### src/design/lkvc_pkg.sv
package lkvc_pkg;

  localparam int unsigned ENTRIES_DEF = 16;
  localparam int unsigned CAP_W       = 5;
  localparam int unsigned KEY_W       = 32;
  localparam int unsigned DATA_W      = 32;
  localparam int unsigned CFG_ADDR_W  = 2;
  localparam int unsigned CFG_DATA_W  = 32;

  localparam logic [CAP_W-1:0]      CAP_RESET    = CAP_W'(16);
  localparam logic [CFG_ADDR_W-1:0] REG_CAP_ADDR = CFG_ADDR_W'(0);

  localparam logic MODE_READ  = 1'b0;
  localparam logic MODE_WRITE = 1'b1;

  localparam logic signed [DATA_W-1:0] MISS_VALUE = -DATA_W'(1);

  typedef struct packed {
    logic                     mode;
    logic signed [KEY_W-1:0]  key;
    logic signed [DATA_W-1:0] value;
  } in_item_t;

  typedef struct packed {
    logic                     hit;
    logic signed [DATA_W-1:0] read_value;
  } out_item_t;

endpackage

### src/design/lkvc_cfg_regs.sv
module lkvc_cfg_regs import lkvc_pkg::*; (
  input  logic                  clk,
  input  logic                  rst_n,
  input  logic                  psel,
  input  logic                  penable,
  input  logic                  pwrite,
  input  logic [CFG_ADDR_W-1:0] paddr,
  input  logic [CFG_DATA_W-1:0] pwdata,
  output logic [CFG_DATA_W-1:0] prdata,
  output logic                  pready,
  output logic [CAP_W-1:0]      capacity
);

  logic [CAP_W-1:0] cap_r;
  logic             wr_en;

  assign wr_en  = psel && penable && pwrite && (paddr == REG_CAP_ADDR);
  assign pready = 1'b1;

  always_ff @(posedge clk) begin
    if (!rst_n) begin
      cap_r <= CAP_RESET;
    end else if (wr_en) begin
      cap_r <= pwdata[CAP_W-1:0];
    end
  end

  always_comb begin
    prdata = '0;
    if (paddr == REG_CAP_ADDR) begin
      prdata = CFG_DATA_W'(cap_r);
    end
  end

  assign capacity = cap_r;

endmodule

### src/design/lkvc_store.sv
module lkvc_store import lkvc_pkg::*; #(
  parameter int unsigned ENTRIES = ENTRIES_DEF,
  localparam int unsigned RANK_W = (ENTRIES > 1) ? $clog2(ENTRIES) : 1,
  localparam int unsigned FILL_W = $clog2(ENTRIES + 1),
  localparam int unsigned CMP_W  = (FILL_W > CAP_W) ? FILL_W : CAP_W
) (
  input  logic               clk,
  input  logic               rst_n,
  input  logic               fire,
  input  in_item_t           req,
  input  logic [CAP_W-1:0]   capacity,
  output out_item_t          rsp,
  output logic [ENTRIES-1:0] ent_valid,
  output logic [FILL_W-1:0]  fill_cnt
);

  logic [ENTRIES-1:0]       valid_r;
  logic signed [KEY_W-1:0]  key_r  [ENTRIES];
  logic signed [DATA_W-1:0] val_r  [ENTRIES];
  logic [RANK_W-1:0]        rank_r [ENTRIES];
  logic [FILL_W-1:0]        fill_r;

  logic [ENTRIES-1:0]       match;
  logic [ENTRIES-1:0]       victim;
  logic [ENTRIES-1:0]       kept;
  logic [ENTRIES-1:0]       free_slots;
  logic [ENTRIES-1:0]       slot;
  logic                     hit;
  logic [RANK_W-1:0]        hit_rank;
  logic signed [DATA_W-1:0] hit_val;
  logic [CMP_W-1:0]         cap_ext;
  logic [CMP_W-1:0]         eff_cap;
  logic                     need_evict;
  logic [FILL_W-1:0]        last_rank;
  logic                     do_insert;

  // lane compare, hit data gather and lru victim / free slot selection
  always_comb begin
    hit_rank = '0;
    hit_val  = '0;
    for (int i = 0; i < ENTRIES; i++) begin
      match[i] = valid_r[i] && (key_r[i] == req.key);
      if (match[i]) begin
        hit_rank = hit_rank | rank_r[i];
        hit_val  = hit_val | val_r[i];
      end
    end
    hit = |match;

    cap_ext = CMP_W'(capacity);
    if (capacity == '0) begin
      eff_cap = CMP_W'(1);
    end else if (cap_ext > CMP_W'(ENTRIES)) begin
      eff_cap = CMP_W'(ENTRIES);
    end else begin
      eff_cap = cap_ext;
    end
    need_evict = CMP_W'(fill_r) >= eff_cap;
    last_rank  = fill_r - 1'b1;

    // valid ranks are always a permutation of 0 .. fill-1
    for (int i = 0; i < ENTRIES; i++) begin
      victim[i] = need_evict && valid_r[i] && (FILL_W'(rank_r[i]) == last_rank);
    end
    kept       = valid_r & ~victim;
    free_slots = ~kept;
    slot       = free_slots & (~free_slots + 1'b1);

    do_insert = fire && (req.mode == MODE_WRITE) && !hit;

    rsp.hit = hit;
    if (req.mode == MODE_WRITE) begin
      rsp.read_value = '0;
    end else if (hit) begin
      rsp.read_value = hit_val;
    end else begin
      rsp.read_value = MISS_VALUE;
    end
  end

  always_ff @(posedge clk) begin
    if (!rst_n) begin
      valid_r <= '0;
      fill_r  <= '0;
    end else if (do_insert) begin
      valid_r <= kept | slot;
      if (!need_evict) begin
        fill_r <= fill_r + 1'b1;
      end
    end
  end

  always_ff @(posedge clk) begin
    for (int i = 0; i < ENTRIES; i++) begin
      if (fire && hit) begin
        if (match[i]) begin
          rank_r[i] <= '0;
          if (req.mode == MODE_WRITE) begin
            val_r[i] <= req.value;
          end
        end else if (valid_r[i] && (rank_r[i] < hit_rank)) begin
          rank_r[i] <= rank_r[i] + 1'b1;
        end
      end else if (do_insert) begin
        if (slot[i]) begin
          key_r[i]  <= req.key;
          val_r[i]  <= req.value;
          rank_r[i] <= '0;
        end else if (kept[i]) begin
          rank_r[i] <= rank_r[i] + 1'b1;
        end
      end
    end
  end

  assign ent_valid = valid_r;
  assign fill_cnt  = fill_r;

endmodule

### src/design/lru_key_value_cache_core.sv
// pipeline: a transaction is captured in the input register, then lookup and update write
// its result into the result register; a stalled output holds both registers
// throughput: one transaction per cycle while the output is not stalled, lookup and lru update done in one pass
// reset: synchronous, active low; clears valid bits and fill count, capacity to 16
// key, value and rank storage is not cleared, no clearing pass
module lru_key_value_cache_core import lkvc_pkg::*; #(
  parameter int unsigned ENTRIES = ENTRIES_DEF
) (
  input  logic                  clk,
  input  logic                  rst_n,
  input  logic                  in_valid,
  output logic                  in_stall,
  input  in_item_t              in_data,
  output logic                  out_valid,
  input  logic                  out_stall,
  output out_item_t             out_data,
  input  logic                  cfg_psel,
  input  logic                  cfg_penable,
  input  logic                  cfg_pwrite,
  input  logic [CFG_ADDR_W-1:0] cfg_paddr,
  input  logic [CFG_DATA_W-1:0] cfg_pwdata,
  output logic [CFG_DATA_W-1:0] cfg_prdata,
  output logic                  cfg_pready
);

  localparam int unsigned FILL_W = $clog2(ENTRIES + 1);

  logic               s1_vld_r;
  in_item_t           s1_item_r;
  logic               out_vld_r;
  out_item_t          out_item_r;
  logic               adv;
  logic               fire;
  logic [CAP_W-1:0]   capacity;
  out_item_t          rsp;
  logic [ENTRIES-1:0] ent_valid;
  logic [FILL_W-1:0]  fill_cnt;

  lkvc_cfg_regs u_cfg (
    .clk      (clk),
    .rst_n    (rst_n),
    .psel     (cfg_psel),
    .penable  (cfg_penable),
    .pwrite   (cfg_pwrite),
    .paddr    (cfg_paddr),
    .pwdata   (cfg_pwdata),
    .prdata   (cfg_prdata),
    .pready   (cfg_pready),
    .capacity (capacity)
  );

  lkvc_store #(
    .ENTRIES (ENTRIES)
  ) u_store (
    .clk       (clk),
    .rst_n     (rst_n),
    .fire      (fire),
    .req       (s1_item_r),
    .capacity  (capacity),
    .rsp       (rsp),
    .ent_valid (ent_valid),
    .fill_cnt  (fill_cnt)
  );

  assign adv      = !out_vld_r || !out_stall;
  assign fire     = s1_vld_r && adv;
  assign in_stall = s1_vld_r && !adv;

  always_ff @(posedge clk) begin
    if (!rst_n) begin
      s1_vld_r  <= 1'b0;
      out_vld_r <= 1'b0;
    end else begin
      if (!in_stall) begin
        s1_vld_r <= in_valid;
      end
      if (adv) begin
        out_vld_r <= s1_vld_r;
      end
    end
  end

  always_ff @(posedge clk) begin
    if (in_valid && !in_stall) begin
      s1_item_r <= in_data;
    end
    if (fire) begin
      out_item_r <= rsp;
    end
  end

  assign out_valid = out_vld_r;
  assign out_data  = out_item_r;

  a_fill_matches_valid: assert property (@(posedge clk) disable iff (!rst_n)
    $countones(ent_valid) == int'(fill_cnt))
    else $error("fill count differs from number of valid entries");

  a_reset_empties: assert property (@(posedge clk)
    !rst_n |=> (fill_cnt == '0) && (ent_valid == '0))
    else $error("reset did not empty the cache");

  a_idle_keeps_fill: assert property (@(posedge clk) disable iff (!rst_n)
    !fire |=> $stable(fill_cnt) && $stable(ent_valid))
    else $error("cache contents changed without a transaction");

  a_stall_only_when_full: assert property (@(posedge clk) disable iff (!rst_n)
    in_stall |-> s1_vld_r && out_vld_r && out_stall)
    else $error("input stalled while the pipeline could advance");

endmodule
### config.mk
export PLATFORM = sky130hd
export DESIGN_NAME = lru_key_value_cache_core
export DESIGN_NICKNAME = d
export VERILOG_FILES = /design/src/design/lkvc_pkg.sv /design/src/design/lkvc_cfg_regs.sv /design/src/design/lkvc_store.sv /design/src/design/lru_key_value_cache_core.sv
export SDC_FILE = /design/constraint.sdc
export NUM_CORES = 2
export LEC_CHECK = 0
export ABC_AREA = 1
export CAP_MARGIN = 30
export CORE_ASPECT_RATIO = 1.4
export CORE_MARGIN = 2
export CORE_UTILIZATION = 40
export CTS_BUF_LIST = sky130_fd_sc_hd__clkbuf_16
export CTS_CLUSTER_SIZE = 12
export DETAILED_ROUTE_END_ITERATION = 12
export DONT_BUFFER_PORTS = 1
export PLACE_DENSITY_LB_ADDON = 0.15
export SYNTH_ARGS = -nofsm -noshare
export SYNTH_HDL_FRONTEND = slang
export SYNTH_SLANG_ARGS = --single-unit
### constraint.sdc
create_clock -name clk -period 12.8 [get_ports clk]
set_clock_uncertainty 0.2 [all_clocks]
set_input_delay 0.64 -clock clk [delete_from_list [all_inputs] [get_ports clk]]
set_output_delay 0.64 -clock clk [all_outputs]
set_load 0.1 [all_outputs]
# Yosys cells after proc, flatten, opt, wreduce, memory -nomap -nowiden
# Memories as Yosys holds them, arrays and structs flattened.
# Index checks and enable logic that the tools add are counted.
classes:
  n_addsub: 19
  muxes: 450
  n_lt_le_gt_ge: 18
  bitwise: 101
  reduce_logical: 98
  eq_ne: 32
ops:
  columns: ["op", "n"]
  rows:
  - ["$mux 32", 48]
  - ["$eq 32x32->1", 16]
  - ["$or 32x32->32", 15]
  - ["$reduce_or 32->1", 15]
  - ["$mux 1", 320]
  - ["$mux 4", 79]
  - ["$eq 4x5->1", 16]
  - ["$logic_and 1x1->1", 73]
  - ["$add 4x1->4 const B", 16]
  - ["$lt 4x4->1", 16]
  - ["$or 1x1->1", 64]
  - ["$or 4x4->4", 15]
  - ["$not 16->16", 3]
  - ["$and 16x16->16", 2]
  - ["$add 16x1->16 const B", 1]
  - ["$or 16x16->16", 1]
  - ["$reduce_or 16->1", 1]
  - ["$mux 5", 3]
  - ["$add 5x1->5 const B", 1]
  - ["$ge 5x5->1", 1]
  - ["$gt 5x5->1 const B", 1]
  - ["$logic_not 1->1", 5]
  - ["$logic_not 5->1", 1]
  - ["$sub 5x1->5 const B", 1]
  - ["other kinds (4)", 4]
totals:
  output_inout_bits: 68
  mem_count: 3
  reg_bits: 126
  in_bits: 106
  wordCells: 731
  ram_bits: 1088
memory_table:
  columns: ["name", "depth", "width", "read_ports", "rd_ports_with_merged_regs", "write_ports", "line_no", "text"]
  rows:
  - ["u_store.key_r", 16, 32, 16, 0, 1, "lkvc_store.sv:18", "logic signed [KEY_W-1:0] key_r [ENTRIES];"]
  - ["u_store.val_r", 16, 32, 16, 0, 16, "lkvc_store.sv:19", "logic signed [DATA_W-1:0] val_r [ENTRIES];"]
  - ["u_store.rank_r", 16, 4, 16, 0, 16, "lkvc_store.sv:20", "logic [RANK_W-1:0] rank_r [ENTRIES];"]

# Longest topological paths before layout
# An unclocked memory read counts as a cell.
logic_depth:
  depth_word: 43
  ltp_mapped: 25
  ltp_nobuf: 22

# Hierarchy
# Synthesis repeated with hierarchy kept, for this count alone.
hier_totals:
  cells_unflattened: 4508
  hier_area_um2: 53115.9
modules_own_cells:
  columns: ["module", "instances", "seq_area_each_um2", "cells_per_inst", "area_each_um2"]
  rows:
  - ["lkvc_store", 1, 33091.7, 4320, 49571.3]
  - ["lru_key_value_cache_core", 1, 2982.9, 111, 3037.9]
  - ["lkvc_cfg_regs", 1, 100.1, 77, 506.7]

# Least setup slack after synthesis
# No wires, ideal clock.
synth_timing:
  kind: "reg2reg"
  from: "register s1_item_r[52] (netlist name)"
  to: "memory u_store.val_r[0][0] (enable)"
  path_buffers: 2
  setup_slack_ns: 7.463
  period_less_slack_ns: 5.337
  t_arrival_ns: 4.672
  setup_time_ns: 0.466
  path_stages_with_launch: 16
  t_required_ns: 12.134
  path_cell_list: "edfxtp_1 -> buf_2 -> buf_4 -> nand2_1 -> and3_1 -> nand3b_1 -> nor2_1 -> nand2_1 -> nand2_1 -> nor2_1 -> nand2_2 -> nor2_8 -> nand2_4 -> nor2_1 -> inv_1 -> o21ai_0"
synth_lines:
  columns: ["element", "line_no", "text"]
  rows:
  - ["start, declared", "lru_key_value_cache_core.sv:29", "in_item_t s1_item_r;"]
  - ["start signal, assigned", "lru_key_value_cache_core.sv:85", "s1_item_r <= in_data;"]
  - ["end, declared", "lkvc_store.sv:19", null]

# Worst setup path in the final report
layout_timing:
  from: "register s1_item_r[49] (netlist name)"
  to: "memory u_store.key_r[7][24] (netlist: u_store.key_r[1][120]) (enable)"
layout_between:
  elab_chain_cells: 24
  word_cells_on_any_way: 129
  cone_classes: "eq/ne: 16; mux: 78; reduce/logical: 35"
layout_lines:
  columns: ["element", "line_no", "text"]
  rows:
  - ["$eq 32x32->1", "lkvc_store.sv:42", "match[i] = valid_r[i] && (key_r[i] == req.key);"]
  - ["$logic_and 1x1->1", "lkvc_store.sv:42", null]
  - ["$reduce_or 16->1 (*)", "lkvc_store.sv:48", "hit = |match;"]
  - ["$logic_not 1->1", "lkvc_store.sv:69", "do_insert = fire && (req.mode == MODE_WRITE) && !hit;"]
  - ["$logic_and 1x1->1", "lkvc_store.sv:69", null]
  - ["$mux 1", "lkvc_store.sv:104", "end else if (do_insert) begin"]
  - ["$mux 1", "lkvc_store.sv:95", "if (fire && hit) begin"]
  - ["$mux 1 (not written as such)", "lkvc_store.sv:106", "key_r[i] <= req.key;"]
  - ["$reduce_or 32->1 (no line)", null, null]
  - ["$mux 4 (no line) / $mux 1 (equally long branches) (15 in series)", null, null]
  - ["end, declared", "lkvc_store.sv:18", null]
# Every way passes the cells marked *; elsewhere a longest branch is shown, timed or not.

==> flow_summary.json <==
{
  "rrSetupSlack_ns": 5.87,
  "avgRoutedWirePerCell_um": 26.4,
  "synthDistinctLibCells": 54,
  "hold_viol": 0,
  "max_slew_margin_pct": 31.0,
  "slowest_delay_ns": 0.87,
  "ant_nets": 0,
  "cts.path.max_buffers": 3,
  "clkTransAtPathRegs_ns": 0.06,
  "area_delta_synth_final_pct": 13.2,
  "path_depth": 19,
  "core_mm2": 0.142,
  "grt_max_degree": 46,
  "design_power_total_w": 0.00861,
  "stdcell_count": 7620,
  "port_buffers": 0,
  "gp_congestion": 0.939,
  "grt_usage_pct": 27.4,
  "maxCapViolations": 0,
  "path_cells": "buf_4 > inv_2 > nand2_1 > o21ai_0 > nor2_1 > nand2_1 > nor2_1 > nand2_1 > nor2_4 > buf_4 > nand2_1 > nand2_1 > nor2_1 > nand2_2 > nor2_8 > nand2_4 > inv_2 > nand3_1 > nor2_4",
  "fin_util_pct": 45.4,
  "ioPinCount": 174,
  "synth_top_area_share_pct": 62.4,
  "antenna_found_initial": 4,
  "vdd_ir_drop_max_v": 0.000126,
  "clk_latency_ns": 0.80,
  "yosysWarnings": 0,
  "row_count": 164,
  "grt-ovfl-total": 0,
  "synthTopCellsByArea": "edfxtp_1 (62%), nand2_1 (9.1%), nor2_1 (4.8%)",
  "die-area_mm2": 0.146,
  "wirelength_um": 201000,
  "ys_seq_elements": 1214,
  "critical_path_buf_inv_count": 4,
  "synth-edff-count": 1186,
  "worst_slew_pin_slew_ns": 1.03,
  "root_buffer": "clkbuf_16",
  "cts_buffers": 130,
  "hpwl_um": 120000,
  "path_max_fanout": 36,
  "fp.dieH_um": 451,
  "drt_iter0_drc": 3988,
  "h-tree-depth": 4,
  "syn_avg_cell_area_um2": 10.4,
  "fin_nets": 5795,
  "cts_tree": "built",
  "final-max-slew-violation-count": 0,
  "synth_area_leader_cell": "edfxtp_1",
  "setup_viol": 0,
  "hold_path.class": "in -> reg",
  "power_density_mw_per_mm2": 133,
  "finalCriticalPeriod_ns": 6.93,
  "crit_arrival_ns": 7.13,
  "startpoint_type": "register",
  "required_ns": 13.00,
  "status": "complete, no violations",
  "drt_first_pass_iters": 8,
  "postCtsSetupBuffers": 0,
  "cp_top_family": "simple AND/OR/NAND/NOR gates",
  "fin_setup_tns_ns": 0,
  "syn-cell-area_mm2": 0.0570,
  "p_leak_nw": 24.7,
  "timing.fmax_mhz": 144,
  "synth_cells": 5472,
  "rsz0062_at_grt": "no",
  "synthArstFlopShare_pct": 0,
  "crit_top_cell": "nand2_1",
  "slowest_stage": "nor2_4",
  "ys_seq_area_share_pct": 63.4,
  "grt_pass1_wl_um": 284000,
  "worstSetupPathType": "reg -> reg",
  "die_x_um": 323,
  "clock_sinks": 1214,
  "drive_gt1_share_pct": 7.45,
  "cp-end-kind": "register",
  "vias_per_cell": 5.45,
  "drc": 0,
  "period_share_pct": 54.2,
  "grt_pass1_vias": 41000,
  "r2r_cells": 19,
  "hold_depth": 2,
  "synth-main-ff-cell": "edfxtp_1",
  "dp.cells": 7318,
  "vias": 41500,
  "start_util_pct": 40.1
}
[path summary, 6_finish.rpt]
| path | to | start |
|---|---|---|
| setup / recovery | u_store.key_r[1][120] | s1_item_r[49] |
| hold / removal | u_cfg.capacity[1] | cfg_pwrite |
| setup reg to reg | u_store.key_r[1][120] | s1_item_r[49] |
| hold reg to reg | out_valid | s1_vld_r |
[worst reg2reg max path, stage by stage, from the launching register on]
cell	delay (ns)
edfxtp_1	0.35
buf_4	0.31
inv_2	0.79
nand2_1	0.15
o21ai_0	0.16
nor2_1	0.08
nand2_1	0.06
nor2_1	0.04
nand2_1	0.09
nor2_4	0.04
buf_4	0.32
nand2_1	0.34
nand2_1	0.12
nor2_1	0.15
nand2_2	0.10
nor2_8	0.74
nand2_4	0.45
inv_2	0.68
nand3_1	0.52
nor2_4	0.88
[area by class of cell]
| cell class | count | area (µm²) |
|---|---|---|
| timing repair buffer | 192 | 1850 |
| clock buffer | 136 | 3400 |
| inverter | 534 | 2010 |
| sequential | 1214 | 36200 |
| antenna | 5 | 12.5 |
| clock inverter | 84 | 618 |
| fill | 13200 | 77600 |
| tap | 1909 | 2390 |
| multi-input combinational | 3546 | 18100 |
[layout by cell type (no fill, tap or decap), types with 44 or more instances in the layout]
cell,synthesis,final
edfxtp_1,1186,1186
inv_2,29,44
buf_4,68,97
xnor2_1,113,113
ha_1,71,71
a22o_1,182,182
dlygate4sd3_1,0,76
nand2_1,1384,1383
nor2_1,736,714
xor2_1,74,74
o21ai_0,191,189
clkbuf_16,0,136
a21oi_1,128,128
nand4_1,130,130
nand3_1,165,165
inv_1,488,524
[kinds of logic after synthesis]
logic type                 share of synthesized area [%]
other                                             0.0132
DFF                                                 63.4
adders and majority gates                           1.56
AOI/OAI and AO/OA                                   7.83
buffers and inverters                               5.53
xor gates and xnor gates                            2.87
and+or+nand+nor                                     18.8
[routing by layer]
metal	global-route usage [%]	vias up	routed length (µm)
met2	47.6	1642	99900
met5	0	-	13
met4	15.9	2	12600
met1	32.6	20400	77000
met3	3.53	458	11700
li1	-	19000	-
[through the flow]
stage          cell area, µm²  hold slack (ns)  setup WS [ns]
2_1_floorplan           57100            0.251           7.46
3_3_place_gp            59400            0.285           5.86
3_5_place_dp            59800            0.289           5.88
4_1_cts                 64600           0.0198           5.85
5_1_grt                 64600           0.0820           5.62
6_report                64600            0.104           5.87
[synth_stat cells (30+ instances only)]
| cell | count |
|---|---|
| xnor2_1 | 113 |
| o21ai_0 | 191 |
| nand4_1 | 130 |
| edfxtp_1 | 1186 |
| nand3_1 | 165 |
| clkbuf_1 | 56 |
| nand3b_1 | 30 |
| nand2_1 | 1384 |
| inv_1 | 488 |
| a22o_1 | 182 |
| xor2_1 | 74 |
| buf_2 | 70 |
| a21oi_1 | 128 |
| nor2_1 | 736 |
| o22ai_1 | 53 |
| o21ai_1 | 38 |
| ha_1 | 71 |
| buf_4 | 68 |
| nor3_1 | 31 |
[registers in the layout (all words and copies together), names as in the netlist]
register	cells
u_store.key_r	512
u_store.val_r	512
s1_item_r	65
u_store.rank_r	64
out_data	33
u_store.ent_valid	16
u_cfg.capacity	5
u_store.fill_cnt	5
out_valid	1
s1_vld_r	1
[power by group]
| group | switching [W] | internal [W] | total [W] |
|---|---|---|---|
| combinational | 0.000385 | 0.000113 | 0.000498 |
| clock | 0.00159 | 0.00206 | 0.00365 |
| sequential | 0.0000696 | 0.00439 | 0.00446 |
| total | 0.00205 | 0.00656 | 0.00861 |
[timing repair]
action / in CTS / in global routing
hold endpoints to repair: 89 / 0
hold buffers: 77 / 0
resized for setup: 0 / 0
endpoints found under the setup margin: 0 / 0
No activity file was read; power rests on OpenSTA's default activity.
